==> src/design/linear_interp_resampler_macros.svh <==
// ----------------------------------------------------------------------------
// Assertion macros for the linear interpolation resampler
// Concurrent checks that are clocked on clk and disabled while rst is high.
// ----------------------------------------------------------------------------
`ifndef LINEAR_INTERP_RESAMPLER_MACROS_SVH
`define LINEAR_INTERP_RESAMPLER_MACROS_SVH

// The consequent must hold in the same cycle as the antecedent.
`define LIR_ASSERT_NOW(label, ante, cons, msg) \
  label: assert property (@(posedge clk) disable iff (rst) (ante) |-> (cons)) \
    else $error(msg);

// The consequent must hold in the cycle after the antecedent.
`define LIR_ASSERT_NEXT(label, ante, cons, msg) \
  label: assert property (@(posedge clk) disable iff (rst) (ante) |=> (cons)) \
    else $error(msg);

`endif

==> src/design/lir_pkg.sv <==
// ----------------------------------------------------------------------------
// Linear interpolation resampler package
// Widths, fixed-point constants and shared types of the resampler.
// ----------------------------------------------------------------------------
package lir_pkg;

  localparam int SAMPLE_BITS = 16;
  localparam int FRAC_BITS   = 24;
  localparam int STEP_BITS   = 32;
  localparam int PHASE_BITS  = STEP_BITS + 1;
  localparam int DIFF_BITS   = SAMPLE_BITS + 1;
  localparam int DIGIT_BITS  = 4;
  localparam int NUM_DIGITS  = FRAC_BITS / DIGIT_BITS;
  localparam int CNT_BITS    = $clog2(NUM_DIGITS);

  localparam logic [PHASE_BITS-1:0] ONE_POS  = PHASE_BITS'(1) << FRAC_BITS;
  localparam logic [PHASE_BITS:0]   TWO_POS  = (PHASE_BITS + 1)'(1) << (FRAC_BITS + 1);
  localparam logic [STEP_BITS-1:0]  MIN_STEP = STEP_BITS'(1) << (FRAC_BITS - 5);
  localparam logic [STEP_BITS-1:0]  RATE_STEP_RESET = STEP_BITS'(1) << FRAC_BITS;

  typedef enum logic [2:0] {
    S_IDLE,
    S_LERP,
    S_MUL,
    S_PUSH,
    S_REP
  } state_t;

  typedef struct packed {
    logic signed [SAMPLE_BITS-1:0] a;
    logic signed [DIFF_BITS-1:0]   d;
    logic [FRAC_BITS-1:0]          frac;
  } mul_req_t;

  typedef struct packed {
    logic signed [SAMPLE_BITS-1:0] out_sample;
    logic                          run_end;
    logic                          stream_end;
  } out_word_t;

endpackage

==> src/design/lir_channels.sv <==
// ----------------------------------------------------------------------------
// Linear interpolation resampler channels
// Valid/ready interfaces for the input, output and configuration words.
// ----------------------------------------------------------------------------
interface lir_in_if import lir_pkg::*; ();
  logic                          valid;
  logic                          ready;
  logic signed [SAMPLE_BITS-1:0] in_sample;
  logic                          in_last;

  modport source (output valid, in_sample, in_last, input ready);
  modport sink (input valid, in_sample, in_last, output ready);
endinterface

interface lir_out_if import lir_pkg::*; ();
  logic                          valid;
  logic                          ready;
  logic signed [SAMPLE_BITS-1:0] out_sample;
  logic                          run_end;
  logic                          stream_end;

  modport source (output valid, out_sample, run_end, stream_end, input ready);
  modport sink (input valid, out_sample, run_end, stream_end, output ready);
endinterface

interface lir_cfg_if import lir_pkg::*; ();
  logic                 valid;
  logic                 ready;
  logic [STEP_BITS-1:0] rate_step;

  modport source (output valid, rate_step, input ready);
  modport sink (input valid, rate_step, output ready);
endinterface

==> src/design/lir_serial_mult.sv <==
// ----------------------------------------------------------------------------
// Digit-serial interpolation multiplier
// Computes a + round(d * frac), one 4-bit digit of frac per cycle.
// ----------------------------------------------------------------------------
`include "linear_interp_resampler_macros.svh"

module lir_serial_mult import lir_pkg::*; (
  input  logic                          clk,
  input  logic                          rst,
  input  logic                          start,
  input  mul_req_t                      req,
  output logic                          done,
  output logic signed [SAMPLE_BITS-1:0] result
);

  localparam int PROD_BITS = DIFF_BITS + DIGIT_BITS + 1;
  localparam int SUM_BITS  = DIFF_BITS + 1;

  logic                          busy;
  logic [CNT_BITS-1:0]           cnt;
  logic signed [SAMPLE_BITS-1:0] a_r;
  logic signed [DIFF_BITS-1:0]   d_r;
  logic [FRAC_BITS-1:0]          fsh;
  logic signed [DIFF_BITS-1:0]   hi;
  logic                          rnd;

  logic [DIGIT_BITS-1:0]         digit;
  logic signed [PROD_BITS-1:0]   prod;
  logic signed [PROD_BITS-1:0]   acc;
  logic                          last_digit;
  logic [SUM_BITS-1:0]           sum;

  always_comb begin
    digit      = fsh[DIGIT_BITS-1:0];
    prod       = PROD_BITS'(d_r) * PROD_BITS'($signed({1'b0, digit}));
    acc        = prod + PROD_BITS'(hi);
    last_digit = (cnt == CNT_BITS'(NUM_DIGITS - 1));
    sum        = SUM_BITS'(a_r) + SUM_BITS'(hi) + SUM_BITS'(rnd);
  end

  assign result = sum[SAMPLE_BITS-1:0];

  always_ff @(posedge clk) begin
    if (rst) begin
      busy <= 1'b0;
      done <= 1'b0;
      cnt  <= '0;
    end else begin
      done <= busy && last_digit;
      if (start) begin
        busy <= 1'b1;
        cnt  <= '0;
      end else if (busy) begin
        cnt <= cnt + CNT_BITS'(1);
        if (last_digit) begin
          busy <= 1'b0;
        end
      end
    end
  end

  always_ff @(posedge clk) begin
    if (start) begin
      a_r <= req.a;
      d_r <= req.d;
      fsh <= req.frac;
      hi  <= '0;
      rnd <= 1'b0;
    end else if (busy) begin
      fsh <= fsh >> DIGIT_BITS;
      hi  <= acc[DIFF_BITS+DIGIT_BITS-1:DIGIT_BITS];
      rnd <= acc[DIGIT_BITS-1];
    end
  end

  `LIR_ASSERT_NOW(a_start_idle, start, !busy && !done, "Multiplier restarted while busy.")
  `LIR_ASSERT_NEXT(a_done_after_last, busy && last_digit, done && !busy,
                   "Multiplier did not finish after its last digit.")

endmodule

==> src/design/lir_out_reg.sv <==
// ----------------------------------------------------------------------------
// Output register
// Holds one result word so the sequencer can run on while the receiver stalls.
// ----------------------------------------------------------------------------
`include "linear_interp_resampler_macros.svh"

module lir_out_reg import lir_pkg::*; (
  input  logic       clk,
  input  logic       rst,
  input  logic       push,
  input  out_word_t  word,
  output logic       space,
  lir_out_if.source  dst
);

  logic      vld;
  out_word_t data;

  assign space          = !vld || dst.ready;
  assign dst.valid      = vld;
  assign dst.out_sample = data.out_sample;
  assign dst.run_end    = data.run_end;
  assign dst.stream_end = data.stream_end;

  always_ff @(posedge clk) begin
    if (rst) begin
      vld <= 1'b0;
    end else if (push) begin
      vld <= 1'b1;
    end else if (dst.ready) begin
      vld <= 1'b0;
    end
  end

  always_ff @(posedge clk) begin
    if (push) begin
      data <= word;
    end
  end

  `LIR_ASSERT_NOW(a_no_overwrite, push, !vld || dst.ready,
                  "A held output word was overwritten.")

endmodule

==> src/design/linear_interp_resampler.sv <==
// ----------------------------------------------------------------------------
// Linear interpolation resampler
// Converts a mono sample stream to a new rate by linear interpolation.
// ----------------------------------------------------------------------------
// Input words (src) carry one signed sample and a last flag. Output words
// (dst) carry one interpolated sample, run_end on the last word caused by an
// input word, and stream_end on the final word of the stream. The cfg channel
// writes rate_step (source over target rate, unsigned Q8.24) and is always
// ready; rate_step must be written only between input words while the block
// is idle, and the block itself does not enforce this. An input word is
// taken only when the previous one is fully worked off. Each interpolated
// output comes from the digit-serial multiplier, which handles 4 bits of the
// phase fraction per cycle. An output that repeats the final sample bypasses
// the multiplier. The first sample of a stream is only stored, unless it is
// also its last. Reset returns rate_step to 1.0, clears the phase and drops
// the stored sample. A stalled receiver holds the output register and the
// sequencer waits until the word is taken.
// ----------------------------------------------------------------------------
`include "linear_interp_resampler_macros.svh"

module linear_interp_resampler import lir_pkg::*; (
  input  logic      clk,
  input  logic      rst,
  lir_cfg_if.sink   cfg,
  lir_in_if.sink    src,
  lir_out_if.source dst
);

  state_t                        state;
  state_t                        state_next;
  logic [STEP_BITS-1:0]          rate_step;
  logic [PHASE_BITS-1:0]         phase;
  logic signed [SAMPLE_BITS-1:0] prev;
  logic signed [SAMPLE_BITS-1:0] cur;
  logic                          last;
  logic                          have_prev;
  logic                          rep;
  logic signed [SAMPLE_BITS-1:0] res;

  logic [STEP_BITS-1:0]          step_eff;
  logic [PHASE_BITS-1:0]         phase_add;
  logic                          phase_lt_one;
  logic                          ge_one;
  logic                          ge_two;
  logic                          fin;
  logic                          accept;
  logic                          mul_start;
  logic                          mul_done;
  logic signed [SAMPLE_BITS-1:0] mul_res;
  mul_req_t                      mul_req;
  logic                          push;
  logic                          out_space;
  out_word_t                     word;

  assign cfg.ready = 1'b1;
  assign accept    = src.valid && src.ready;

  always_comb begin
    step_eff     = (rate_step < MIN_STEP) ? MIN_STEP : rate_step;
    phase_add    = phase + PHASE_BITS'(step_eff);
    phase_lt_one = (phase < ONE_POS);
    ge_one       = (phase_add >= ONE_POS);
    ge_two       = ({1'b0, phase_add} >= TWO_POS);
    fin          = last ? (rep ? ge_one : ge_two) : ge_one;
  end

  always_comb begin
    state_next = state;
    case (state)
      S_IDLE: begin
        if (src.valid) begin
          if (have_prev) begin
            state_next = S_LERP;
          end else if (src.in_last) begin
            state_next = S_REP;
          end
        end
      end
      S_LERP: begin
        if (phase_lt_one) begin
          state_next = S_MUL;
        end else if (last) begin
          state_next = S_REP;
        end else begin
          state_next = S_IDLE;
        end
      end
      S_MUL: begin
        if (mul_done) begin
          state_next = S_PUSH;
        end
      end
      S_PUSH: begin
        if (out_space) begin
          state_next = rep ? S_REP : S_LERP;
        end
      end
      S_REP: begin
        state_next = phase_lt_one ? S_PUSH : S_IDLE;
      end
      default: begin
        state_next = S_IDLE;
      end
    endcase
  end

  always_comb begin
    src.ready         = (state == S_IDLE);
    mul_start         = (state == S_LERP) && phase_lt_one;
    push              = (state == S_PUSH) && out_space;
    mul_req.a         = prev;
    mul_req.d         = $signed({cur[SAMPLE_BITS-1], cur}) - $signed({prev[SAMPLE_BITS-1], prev});
    mul_req.frac      = phase[FRAC_BITS-1:0];
    word.out_sample   = res;
    word.run_end      = fin;
    word.stream_end   = fin && last;
  end

  always_ff @(posedge clk) begin
    if (rst) begin
      state     <= S_IDLE;
      rate_step <= RATE_STEP_RESET;
      phase     <= '0;
      have_prev <= 1'b0;
      rep       <= 1'b0;
    end else begin
      state <= state_next;
      if (cfg.valid) begin
        rate_step <= cfg.rate_step;
      end
      if (accept && !have_prev && !src.in_last) begin
        have_prev <= 1'b1;
      end
      if ((state == S_LERP) && !phase_lt_one) begin
        phase <= phase - ONE_POS;
      end
      if (state == S_MUL) begin
        rep <= 1'b0;
      end
      if (state == S_REP) begin
        if (phase_lt_one) begin
          rep <= 1'b1;
        end else begin
          have_prev <= 1'b0;
          phase     <= '0;
          rep       <= 1'b0;
        end
      end
      if (push) begin
        phase <= phase_add;
      end
    end
  end

  always_ff @(posedge clk) begin
    if (accept) begin
      cur  <= src.in_sample;
      last <= src.in_last;
      if (!have_prev) begin
        prev <= src.in_sample;
      end
    end
    if ((state == S_LERP) && !phase_lt_one) begin
      prev <= cur;
    end
    if ((state == S_MUL) && mul_done) begin
      res <= mul_res;
    end
    if ((state == S_REP) && phase_lt_one) begin
      res <= cur;
    end
  end

  lir_serial_mult u_mult (
    .clk    (clk),
    .rst    (rst),
    .start  (mul_start),
    .req    (mul_req),
    .done   (mul_done),
    .result (mul_res)
  );

  lir_out_reg u_out (
    .clk   (clk),
    .rst   (rst),
    .push  (push),
    .word  (word),
    .space (out_space),
    .dst   (dst)
  );

  `LIR_ASSERT_NOW(a_phase_in_span, state == S_MUL || state == S_PUSH, phase < ONE_POS,
                  "Output started with the phase past the current sample.")
  `LIR_ASSERT_NOW(a_fresh_phase, state == S_IDLE && !have_prev, phase == '0,
                  "Phase is not cleared at the start of a stream.")
  `LIR_ASSERT_NOW(a_stream_end_run_end, dst.valid && dst.stream_end, dst.run_end,
                  "Final word of the stream does not close its run.")

endmodule
==> src/flat_wrapper.sv <==
// flat-port wrapper written by rule: the top's interface ports become plain ports
module linear_interp_resampler_flat import lir_pkg::*;
  (clk, rst, cfg_valid, cfg_rate_step, cfg_ready, src_valid, src_in_sample, src_in_last, src_ready, dst_valid, dst_out_sample, dst_run_end, dst_stream_end, dst_ready);
  lir_cfg_if cfg_i ();
  lir_in_if src_i ();
  lir_out_if dst_i ();
  input  logic clk;
  input  logic rst;
  input wire logic [$bits(cfg_i.valid)-1:0] cfg_valid;
  input wire logic [$bits(cfg_i.rate_step)-1:0] cfg_rate_step;
  output wire logic [$bits(cfg_i.ready)-1:0] cfg_ready;
  input wire logic [$bits(src_i.valid)-1:0] src_valid;
  input wire logic [$bits(src_i.in_sample)-1:0] src_in_sample;
  input wire logic [$bits(src_i.in_last)-1:0] src_in_last;
  output wire logic [$bits(src_i.ready)-1:0] src_ready;
  output wire logic [$bits(dst_i.valid)-1:0] dst_valid;
  output wire logic [$bits(dst_i.out_sample)-1:0] dst_out_sample;
  output wire logic [$bits(dst_i.run_end)-1:0] dst_run_end;
  output wire logic [$bits(dst_i.stream_end)-1:0] dst_stream_end;
  input wire logic [$bits(dst_i.ready)-1:0] dst_ready;
  assign cfg_i.valid = cfg_valid;
  assign cfg_i.rate_step = cfg_rate_step;
  assign cfg_ready = cfg_i.ready;
  assign src_i.valid = src_valid;
  assign src_i.in_sample = src_in_sample;
  assign src_i.in_last = src_in_last;
  assign src_ready = src_i.ready;
  assign dst_valid = dst_i.valid;
  assign dst_out_sample = dst_i.out_sample;
  assign dst_run_end = dst_i.run_end;
  assign dst_stream_end = dst_i.stream_end;
  assign dst_i.ready = dst_ready;
  linear_interp_resampler u_core (.clk(clk), .rst(rst), .cfg(cfg_i), .src(src_i), .dst(dst_i));
endmodule
==> config.mk <==
export PLATFORM = sky130hd
export DESIGN_NAME = linear_interp_resampler_flat
export DESIGN_NICKNAME = d
export VERILOG_FILES = /design/src/design/lir_pkg.sv /design/src/design/lir_channels.sv /design/src/design/lir_serial_mult.sv /design/src/design/lir_out_reg.sv /design/src/design/linear_interp_resampler.sv /design/src/flat_wrapper.sv
export VERILOG_INCLUDE_DIRS = /design/src /design/src/design
export SDC_FILE = /design/constraint.sdc
export NUM_CORES = 1
export LEC_CHECK = 0
export ABC_AREA = 1
export BUFFER_PORTS_ARGS = -buffer_cell sky130_fd_sc_hd__buf_4
export CAP_MARGIN = 25
export CORE_ASPECT_RATIO = 1.5
export CORE_UTILIZATION = 34
export DETAILED_ROUTE_END_ITERATION = 16
export GPL_TIMING_DRIVEN = 0
export HOLD_SLACK_MARGIN = 0.08
export SETUP_SLACK_MARGIN = 0.02
export SYNTH_ARGS = -nofsm -noshare
export SYNTH_HDL_FRONTEND = slang
export SYNTH_SLANG_ARGS = --single-unit
==> constraint.sdc <==
create_clock -name clk -period 7.01 [get_ports clk]
set_clock_uncertainty 0.05 [all_clocks]
set_input_delay 1.402 -clock clk [delete_from_list [all_inputs] [get_ports clk]]
set_output_delay 1.402 -clock clk [all_outputs]
set_load 0.01 [all_outputs]
==> results of run 1 <==
-- metrics by stage --
stage | std cells | cell area [µm²] | setup WS (ns)
after floorplan | 1891 | 14800 | 3.04
after global placement | 2533 | 16000 | 2.18
after detailed placement | 2535 | 16100 | 2.17
after CTS | 2579 | 16900 | 2.14
after global routing | 2579 | 16900 | 1.87
final | 2579 | 16900 | 2.13
-- how the worst min path moves through the flow --
| stage | slack (ns) | startpoint | endpoint | cells past startpoint |
|---|---|---|---|---|
| after floorplan | 0.35 | u_core.res[0] | u_core.u_out.dst.out_sample[0] | 0 |
| after global placement | 0.35 | u_core.res[13] | u_core.u_out.dst.out_sample[13] | 0 |
| after detailed placement | 0.35 | u_core.res[10] | u_core.u_out.dst.out_sample[10] | 0 |
| after CTS | 0.37 | u_core.res[10] | u_core.u_out.dst.out_sample[10] | 0 |
| after global routing | 0.37 | u_core.res[10] | u_core.u_out.dst.out_sample[10] | 0 |
| final | 0.37 | u_core.res[14] | u_core.u_out.dst.out_sample[14] | 0 |
-- cell families after synthesis --
logic type,count (synthesis),share of synthesized area
and+or+nand+nor,807,0.228
buffers and inverters,367,0.0951
AOI/OAI and AO/OA,301,0.112
DFF,218,0.380
adders and majority gates,157,0.161
xor gates and xnor gates,40,0.0237
other,1,0.000254
-- where the power goes --
part           switching (mW)  internal (mW)  leakage, nW  total (mW)
logic                    2.75           1.69         5.95        4.44
registers               0.220           1.77         1.91        1.99
clock network           0.545          0.864        0.420        1.41
total                    3.52           4.33         8.28        7.84
-- final cells by class --
class	instances	area [µm²]
inverter	312	1170
clock buffer	28	626
sequential	218	5610
timing repair buffer	74	583
buffer	55	233
tap	570	713
fill	4456	26000
multi-input combinational	1306	7760
clock inverter	16	250
-- Yosys cell counts, types with 12 or more instances --
cell type / number
sky130_fd_sc_hd__xor2_1: 22
sky130_fd_sc_hd__inv_1: 304
sky130_fd_sc_hd__a21oi_1: 135
sky130_fd_sc_hd__nand2_1: 530
sky130_fd_sc_hd__xnor2_1: 18
sky130_fd_sc_hd__nor2_2: 12
sky130_fd_sc_hd__fa_1: 55
sky130_fd_sc_hd__ha_1: 102
sky130_fd_sc_hd__o21ai_0: 105
sky130_fd_sc_hd__clkbuf_1: 39
sky130_fd_sc_hd__nor2_1: 123
sky130_fd_sc_hd__nor3_1: 13
sky130_fd_sc_hd__nand3_1: 63
sky130_fd_sc_hd__dfxtp_1: 94
sky130_fd_sc_hd__nand2_2: 14
sky130_fd_sc_hd__or2_2: 17
sky130_fd_sc_hd__edfxtp_1: 124
sky130_fd_sc_hd__buf_2: 12
-- layout by cell type, fill, tap and decap left out, types with 22 or more instances in the layout --
master                      count
sky130_fd_sc_hd__nand2_1      530
sky130_fd_sc_hd__inv_1        304
sky130_fd_sc_hd__a21oi_1      135
sky130_fd_sc_hd__edfxtp_1     124
sky130_fd_sc_hd__nor2_1       122
sky130_fd_sc_hd__o21ai_0      104
sky130_fd_sc_hd__ha_1         102
sky130_fd_sc_hd__dfxtp_1       94
sky130_fd_sc_hd__buf_4         75
sky130_fd_sc_hd__nand3_1       63
sky130_fd_sc_hd__fa_1          55
sky130_fd_sc_hd__clkbuf_1      42
sky130_fd_sc_hd__clkbuf_16     24
sky130_fd_sc_hd__xor2_1        22
-- state kept, by name (all words and copies together), names as in the netlist, 3 cells and up, named ones only --
| signal | flops |
|---|---|
| u_core.u_mult.a_r | 16 |
| u_core.u_mult.fsh | 24 |
| u_core.u_mult.cnt | 3 |
| u_core.res | 16 |
| u_core.u_mult.hi | 17 |
| u_core.u_out.dst.out_sample | 16 |
| u_core.phase | 27 |
| u_core.cur | 16 |
| u_core.state | 3 |
| u_core.rate_step | 32 |
| u_core.u_mult.d_r | 17 |
| u_core.prev | 16 |
-- per-layer routing --
| layer | global-route usage | share of wire |
|---|---|---|
| met1 | 0.184 | 0.37 |
| met2 | 0.363 | 0.55 |
| met3 | 0.0178 | 0.027 |
| met4 | 0.0993 | 0.054 |
| met5 | 0 | 0 |
==> results.md, run 1 <==
- Maximum number of pins on one net before global-route repair: 43
- Share of post-route cells with drive strength above 1: 0.0976
- Sum of negative setup slack: 0 ns
- Synthesized cell area: 14800 µm²
- Critical Path End Type: flop
- Number of buffers added by the clock tree synthesis step: 24
- Top cell family by delay on the critical path: adder cells
- Nets@finish: 2202
- Die Area: 44300 µm²
- Worst setup SP type: flop
- Area growth from synthesis to layout: 14.8%
- Status: complete, no violations
- Path depth of the worst reg2reg path: 19
- Number of distinct library cells after synthesis: 51
- Number of vias per cell after detailed routing: 4.75
- Crit path top cell by count: sky130_fd_sc_hd__nand2_1
- Average cell area after synthesis: 7.81 µm²
- Setup repair after global routing missed its margin: false
- Detailed router's first-iteration violation count: 559
- Slew at the pin closest to its max-slew limit: 0.949 ns
- Worst path depth: 19
- Reg2reg setup slack: 2.13 ns
- FF+latch count, synth: 218
- Buffer type at the clock tree root: sky130_fd_sc_hd__clkbuf_16
- Sum of routed wire length over all layers: 39.9 mm
- Max clock buf depth: 3
- Number of sinks handled by clock tree synthesis: 218
- Slowest cell on the critical path: sky130_fd_sc_hd__fa_1
- Post-CTS setup buffer count: 0
- Period minus WS final: 4.88 ns
- Row Count: 93
- Number of global-route vias before repair: 12.4k
- CTS tree: done
- Final setup violation count: 0
- Number of failing hold endpoints at the final stage: 0
- Port Buf Inserts: 72
- Standard cell core area: 42900 µm²
- Max Fanout on Critical Path: 10
- Number of synthesis warnings: 0
- Horizontal die dimension: 172 µm
- CTS clk-pin slew, worst paths: 0.06 ns
- Drt wl/cell: 15.5 µm
- Worst setup path class: flop to flop
- 1st-pass router iterations: 7
- Number of primary I/O pins: 75
- Final critical-path share of the clock period: 0.696
- Endpoint required time on the critical path: 7.42 ns
- Ant diodes: 0
- Post-route antenna net violation count: 0
- Number of design rule violations left after detail routing: 0
- GRT Resource Usage Total: 0.185
- Number of buffers and inverters on the critical path: 4
- Maximum frequency from static timing analysis: 0.205 GHz
- Sequential share of the synthesized area: 0.380
- Remaining max-slew budget at the tightest pin: 0.367
- Depth of the CTS H-tree: 1
- Largest stage delay, worst path: 0.56 ns
- Vias after detailed routing: 12.2k
- GPL Wtd Cong: 0.945
- Hold bufs inserted after CTS: 0
- Cell count after synthesis: 1891
- Classification of the worst-slack hold path: flop to flop
- Crit path to: u_core.u_mult.hi[14]
- Ranking of synthesized cells by area: sky130_fd_sc_hd__edfxtp_1 (25%), sky130_fd_sc_hd__nand2_1 (13%), sky130_fd_sc_hd__dfxtp_1 (13%)
- Post-synth EDFFs: 124
- Critical R2R Launch: u_core.u_mult.fsh[1]
- Clock Latency Late Sink: 0.54 ns
- Global-route wire length before repair: 62.8 mm
- Total nets after synthesis: 2102
- Worst-case vdd ir drop: 254 µV
- Reported max-cap violation count: 0
- Largest area contributor in the synthesized netlist: sky130_fd_sc_hd__edfxtp_1
- Initial cell density of the core: 0.344
- Height of the die: 257 µm
- Arrival time at the worst endpoint: 5.29 ns
- Final Max Tran Viols: 0
- Total power consumption of the routed design: 7.84 mW
- Synth async-reset ratio: 0
- Initial antenna violation count: 0
- Most instantiated flip-flop cell in the synthesis netlist: sky130_fd_sc_hd__edfxtp_1
- Post-Route Utilization: 0.395
- Reg2reg end: u_core.u_mult.hi[14]
- Number of gates resized after CTS: 0
- Power per cell area: 463 nW/µm²
- Cell Chain, Critical Path: clkbuf_1 -> clkbuf_1 -> nand2_1 -> fa_1 -> fa_1 -> fa_1 -> inv_1 -> ha_1 -> nand3_1 -> nand3_1 -> a21oi_1 -> inv_1 -> nand2_1 -> nand2_1 -> a21oi_2 -> o21ai_1 -> nand2_1 -> nand2_1 -> o21ai_1
- Top cell type's share of synthesized area: 0.252
- Grt ovf: 0
- DP Wirelength: 32.5 mm
- Static leakage power: 8.28 nW
- Worst setup path startpoint: u_core.u_mult.fsh[1]
- Worst hold margin: 0.368 ns
No activity file was read; power rests on OpenSTA's default activity.
==> inputs of run 2 (changes only) <==
Settings changed: ABC_AREA 1 to 0.
Clock period 7.01 ns to 4.42 ns, I/O delays scaled along.
==> results.md, run 2 <==
- Area growth from synthesis to layout: 17.8%
- Worst hold margin: 0.366 ns
- Static leakage power: 6.80 nW
- Initial antenna violation count: 0
- Worst setup SP type: flop
- Failing checks: negative setup slack
- Power per cell area: 783 nW/µm²
- Remaining max-slew budget at the tightest pin: 0.337
- Ranking of synthesized cells by area: sky130_fd_sc_hd__edfxtp_1 (26%), sky130_fd_sc_hd__dfxtp_1 (13%), sky130_fd_sc_hd__ha_1 (9.1%)
- Multi-input gate area in the final layout: 8190 µm²
- Leading post-synthesis cells by instance count: sky130_fd_sc_hd__nor2_1 (147), sky130_fd_sc_hd__edfxtp_1 (124), sky130_fd_sc_hd__ha_1 (102)
- Commonest non-fill, non-tap cell in the layout: sky130_fd_sc_hd__nor2_1
- Final Instance Area: 16600 µm²
- Synthesized cell area: 14100 µm²
- Max Fanout on Critical Path: 7
- Row Count: 91
- Number of buffers added by the clock tree synthesis step: 25
- Number of primary I/O pins: 75
- Post-synth EDFFs: 124
- Depth of the CTS H-tree: 1
- Sequential share of the synthesized area: 0.398
- Port Buf Inserts: 72
- Leading cell types in the layout, fill and taps excluded: sky130_fd_sc_hd__nor2_1 (146), sky130_fd_sc_hd__edfxtp_1 (124), sky130_fd_sc_hd__ha_1 (97), sky130_fd_sc_hd__buf_4 (95)
- Classification of the worst-slack hold path: flop to flop
- Final setup violation count: 2
- Worst-case vdd ir drop: 441 µV
- Share of post-route cells with drive strength above 1: 0.161
- Max clock buf depth: 3
- Height of the die: 251 µm
- Global-route wire length before repair: 57.6 mm
- Maximum frequency from static timing analysis: 0.221 GHz
- Post-route antenna net violation count: 0
- Number of inserted filler cells in the final layout: 4055
- Largest register by flop count: u_core.rate_step
- Sum of routed wire length over all layers: 35.7 mm
- Slew at the pin closest to its max-slew limit: 0.994 ns
- Nets@finish: 1708
- CTS clk-pin slew, worst paths: 0.06 ns
- Cell count after synthesis: 1372
- Hold bufs inserted after CTS: 0
- Initial cell density of the core: 0.344
- Detailed router's first-iteration violation count: 489
- Average cell area after synthesis: 10.3 µm²
- DP Wirelength: 27.6 mm
- Number of failing hold endpoints at the final stage: 0
- Largest area contributor in the synthesized netlist: sky130_fd_sc_hd__edfxtp_1
- 1st-pass router iterations: 5
- Top cell type's share of synthesized area: 0.264
- Number of distinct library cells after synthesis: 81
- GRT Resource Usage Total: 0.172
- Number of design rule violations left after detail routing: 0
- Maximum number of pins on one net before global-route repair: 36
- Endpoint required time on the critical path: 4.77 ns
- Placed cell areas: 15300 µm²
- Standard cell core area: 41000 µm²
- Final critical-path share of the clock period: 1.02
- Number of sinks handled by clock tree synthesis: 218
- Number of global-route vias before repair: 11.0k
- Drt wl/cell: 17.6 µm
- Final Max Tran Viols: 0
- Setup repair after global routing missed its margin: true
- Arrival time at the worst endpoint: 4.87 ns
- Vias after detailed routing: 10.5k
- Reported max-cap violation count: 0
- Status: finished with violations
- GPL Wtd Cong: 0.879
- Number of flip-flops under the largest register name: 32
- Buffer type at the clock tree root: sky130_fd_sc_hd__clkbuf_16
- FF+latch count, synth: 218
- Critical Path End Type: flop
- CTS tree: done
- Number of vias per cell after detailed routing: 5.19
- Period minus WS final: 4.52 ns
- Setup slack at placement: -0.790 ns
- Number of synthesis warnings: 0
- Die Area: 42300 µm²
- Register Area: 5610 µm²
- Grt ovf: 0
- Synth async-reset ratio: 0
- Min setup slack post-route: -0.0980 ns
- Most instantiated flip-flop cell in the synthesis netlist: sky130_fd_sc_hd__edfxtp_1
- Registers with the highest flip-flop counts: u_core.rate_step x32, u_core.phase x27, u_core.u_mult.fsh x24
- Worst setup path class: flop to flop
- Total nets after synthesis: 1583
- Most common cell in the synthesized netlist: sky130_fd_sc_hd__nor2_1
- Horizontal die dimension: 168 µm
- Clock Latency Late Sink: 0.54 ns
## run 2: changes by cell type in the layout (fill, tap and decap cells not counted), sizes merged, moves of 22 or more
cell / change
inv: -241
xnor2: +23
nand2: -483
mux2: +36
buf: +30
a21oi: -52
nand3: -36
and2: +91
a22oi: +22
o21ai: -69
mux2i: +49
## run 2: final timing paths
path | startpoint | endpoint | slack (ns) | cells after the start
setup / recovery | u_core.u_mult.fsh[0] | u_core.u_mult.hi[16] | -0.1 | 17
hold / removal | u_core.res[15] | u_core.u_out.dst.out_sample[15] | 0.37 | 0
setup reg to reg | u_core.u_mult.fsh[0] | u_core.u_mult.hi[16] | -0.1 | 17
hold reg to reg | u_core.res[15] | u_core.u_out.dst.out_sample[15] | 0.37 | 0
## run 2: what timing repair did
action | 4_1_cts | 5_1_grt
buffers inserted | 10 | 13
pin swaps | 17 | 31
endpoints found under the setup margin | 15 | 12
resized for setup | 28 | 29
endpoints found under the hold margin | 0 | 0
## run 2: power breakdown
| group | internal, mW | switching (mW) |
|---|---|---|
| Combinational | 3.41 | 4.34 |
| Sequential | 2.77 | 0.295 |
| Clock | 1.34 | 0.854 |
## run 2: layer usage
metal,up-vias,GRT usage,part of all wire,wire (µm)
li1,5164,-,-,-
met2,199,0.337,0.55,19600
met4,0,0.0743,0.039,1400
met3,79,0.0168,0.026,931
met1,5076,0.183,0.39,13800
met5,-,0,0,0
## run 2: worst max-delay path, stage by stage (launching register included)
cell and delay (ns):
sky130_fd_sc_hd__edfxtp_1 0.44, sky130_fd_sc_hd__buf_8 0.17, sky130_fd_sc_hd__nand2_2 0.06, sky130_fd_sc_hd__fa_1 0.45, sky130_fd_sc_hd__fa_1 0.52, sky130_fd_sc_hd__fa_1 0.55, sky130_fd_sc_hd__inv_1 0.07, sky130_fd_sc_hd__ha_4 0.26
sky130_fd_sc_hd__a21o_1 0.21, sky130_fd_sc_hd__a21oi_4 0.17, sky130_fd_sc_hd__o21ai_2 0.09, sky130_fd_sc_hd__a221oi_2 0.27, sky130_fd_sc_hd__buf_4 0.17, sky130_fd_sc_hd__a211oi_4 0.06, sky130_fd_sc_hd__o32a_1 0.41, sky130_fd_sc_hd__a21oi_2 0.16
sky130_fd_sc_hd__and4b_1 0.21, sky130_fd_sc_hd__nor4_1 0.05
## run 2: area by class of cell
type	instances	area share
Clock inverter	9	0.00761
Sequential cell	218	0.338
Tap cell	511	0.0385
Antenna cell	1	0.000151
Clock buffer	37	0.0447
Buffer	58	0.0157
Multi-Input combinational cell	1026	0.494
Timing Repair Buffer	98	0.0464
Inverter	70	0.0158
## run 2: kinds of logic (layout without fill, tap and decap cells)
group | after synthesis | in the layout | share of synthesized area
AND/OR/NAND/NOR | 438 | 438 | 0.155
AO/OA/AOI/OAI | 277 | 277 | 0.138
flip-flops | 218 | 218 | 0.398
adder cells (fa/ha/maj) | 157 | 157 | 0.169
buffers and inverters | 128 | 272 | 0.0348
multiplexers | 85 | 85 | 0.0636
XOR/XNOR | 68 | 68 | 0.0423
other | 1 | 2 | 0.000266
## run 2: through the flow
stage | total power, mW | utilization | instances | setup TNS, ns
3_5_place_dp | 9.90 | 0.374 | 1958 | -5.36
3_3_place_gp | 9.75 | 0.373 | 1955 | -6.07
2_1_floorplan | 8.22 | - | 1372 | 0
6_report | 13.0 | 0.405 | 2028 | -0.126
4_1_cts | 12.8 | 0.400 | 2014 | -0.00536
5_1_grt | 14.0 | 0.405 | 2027 | -1.13
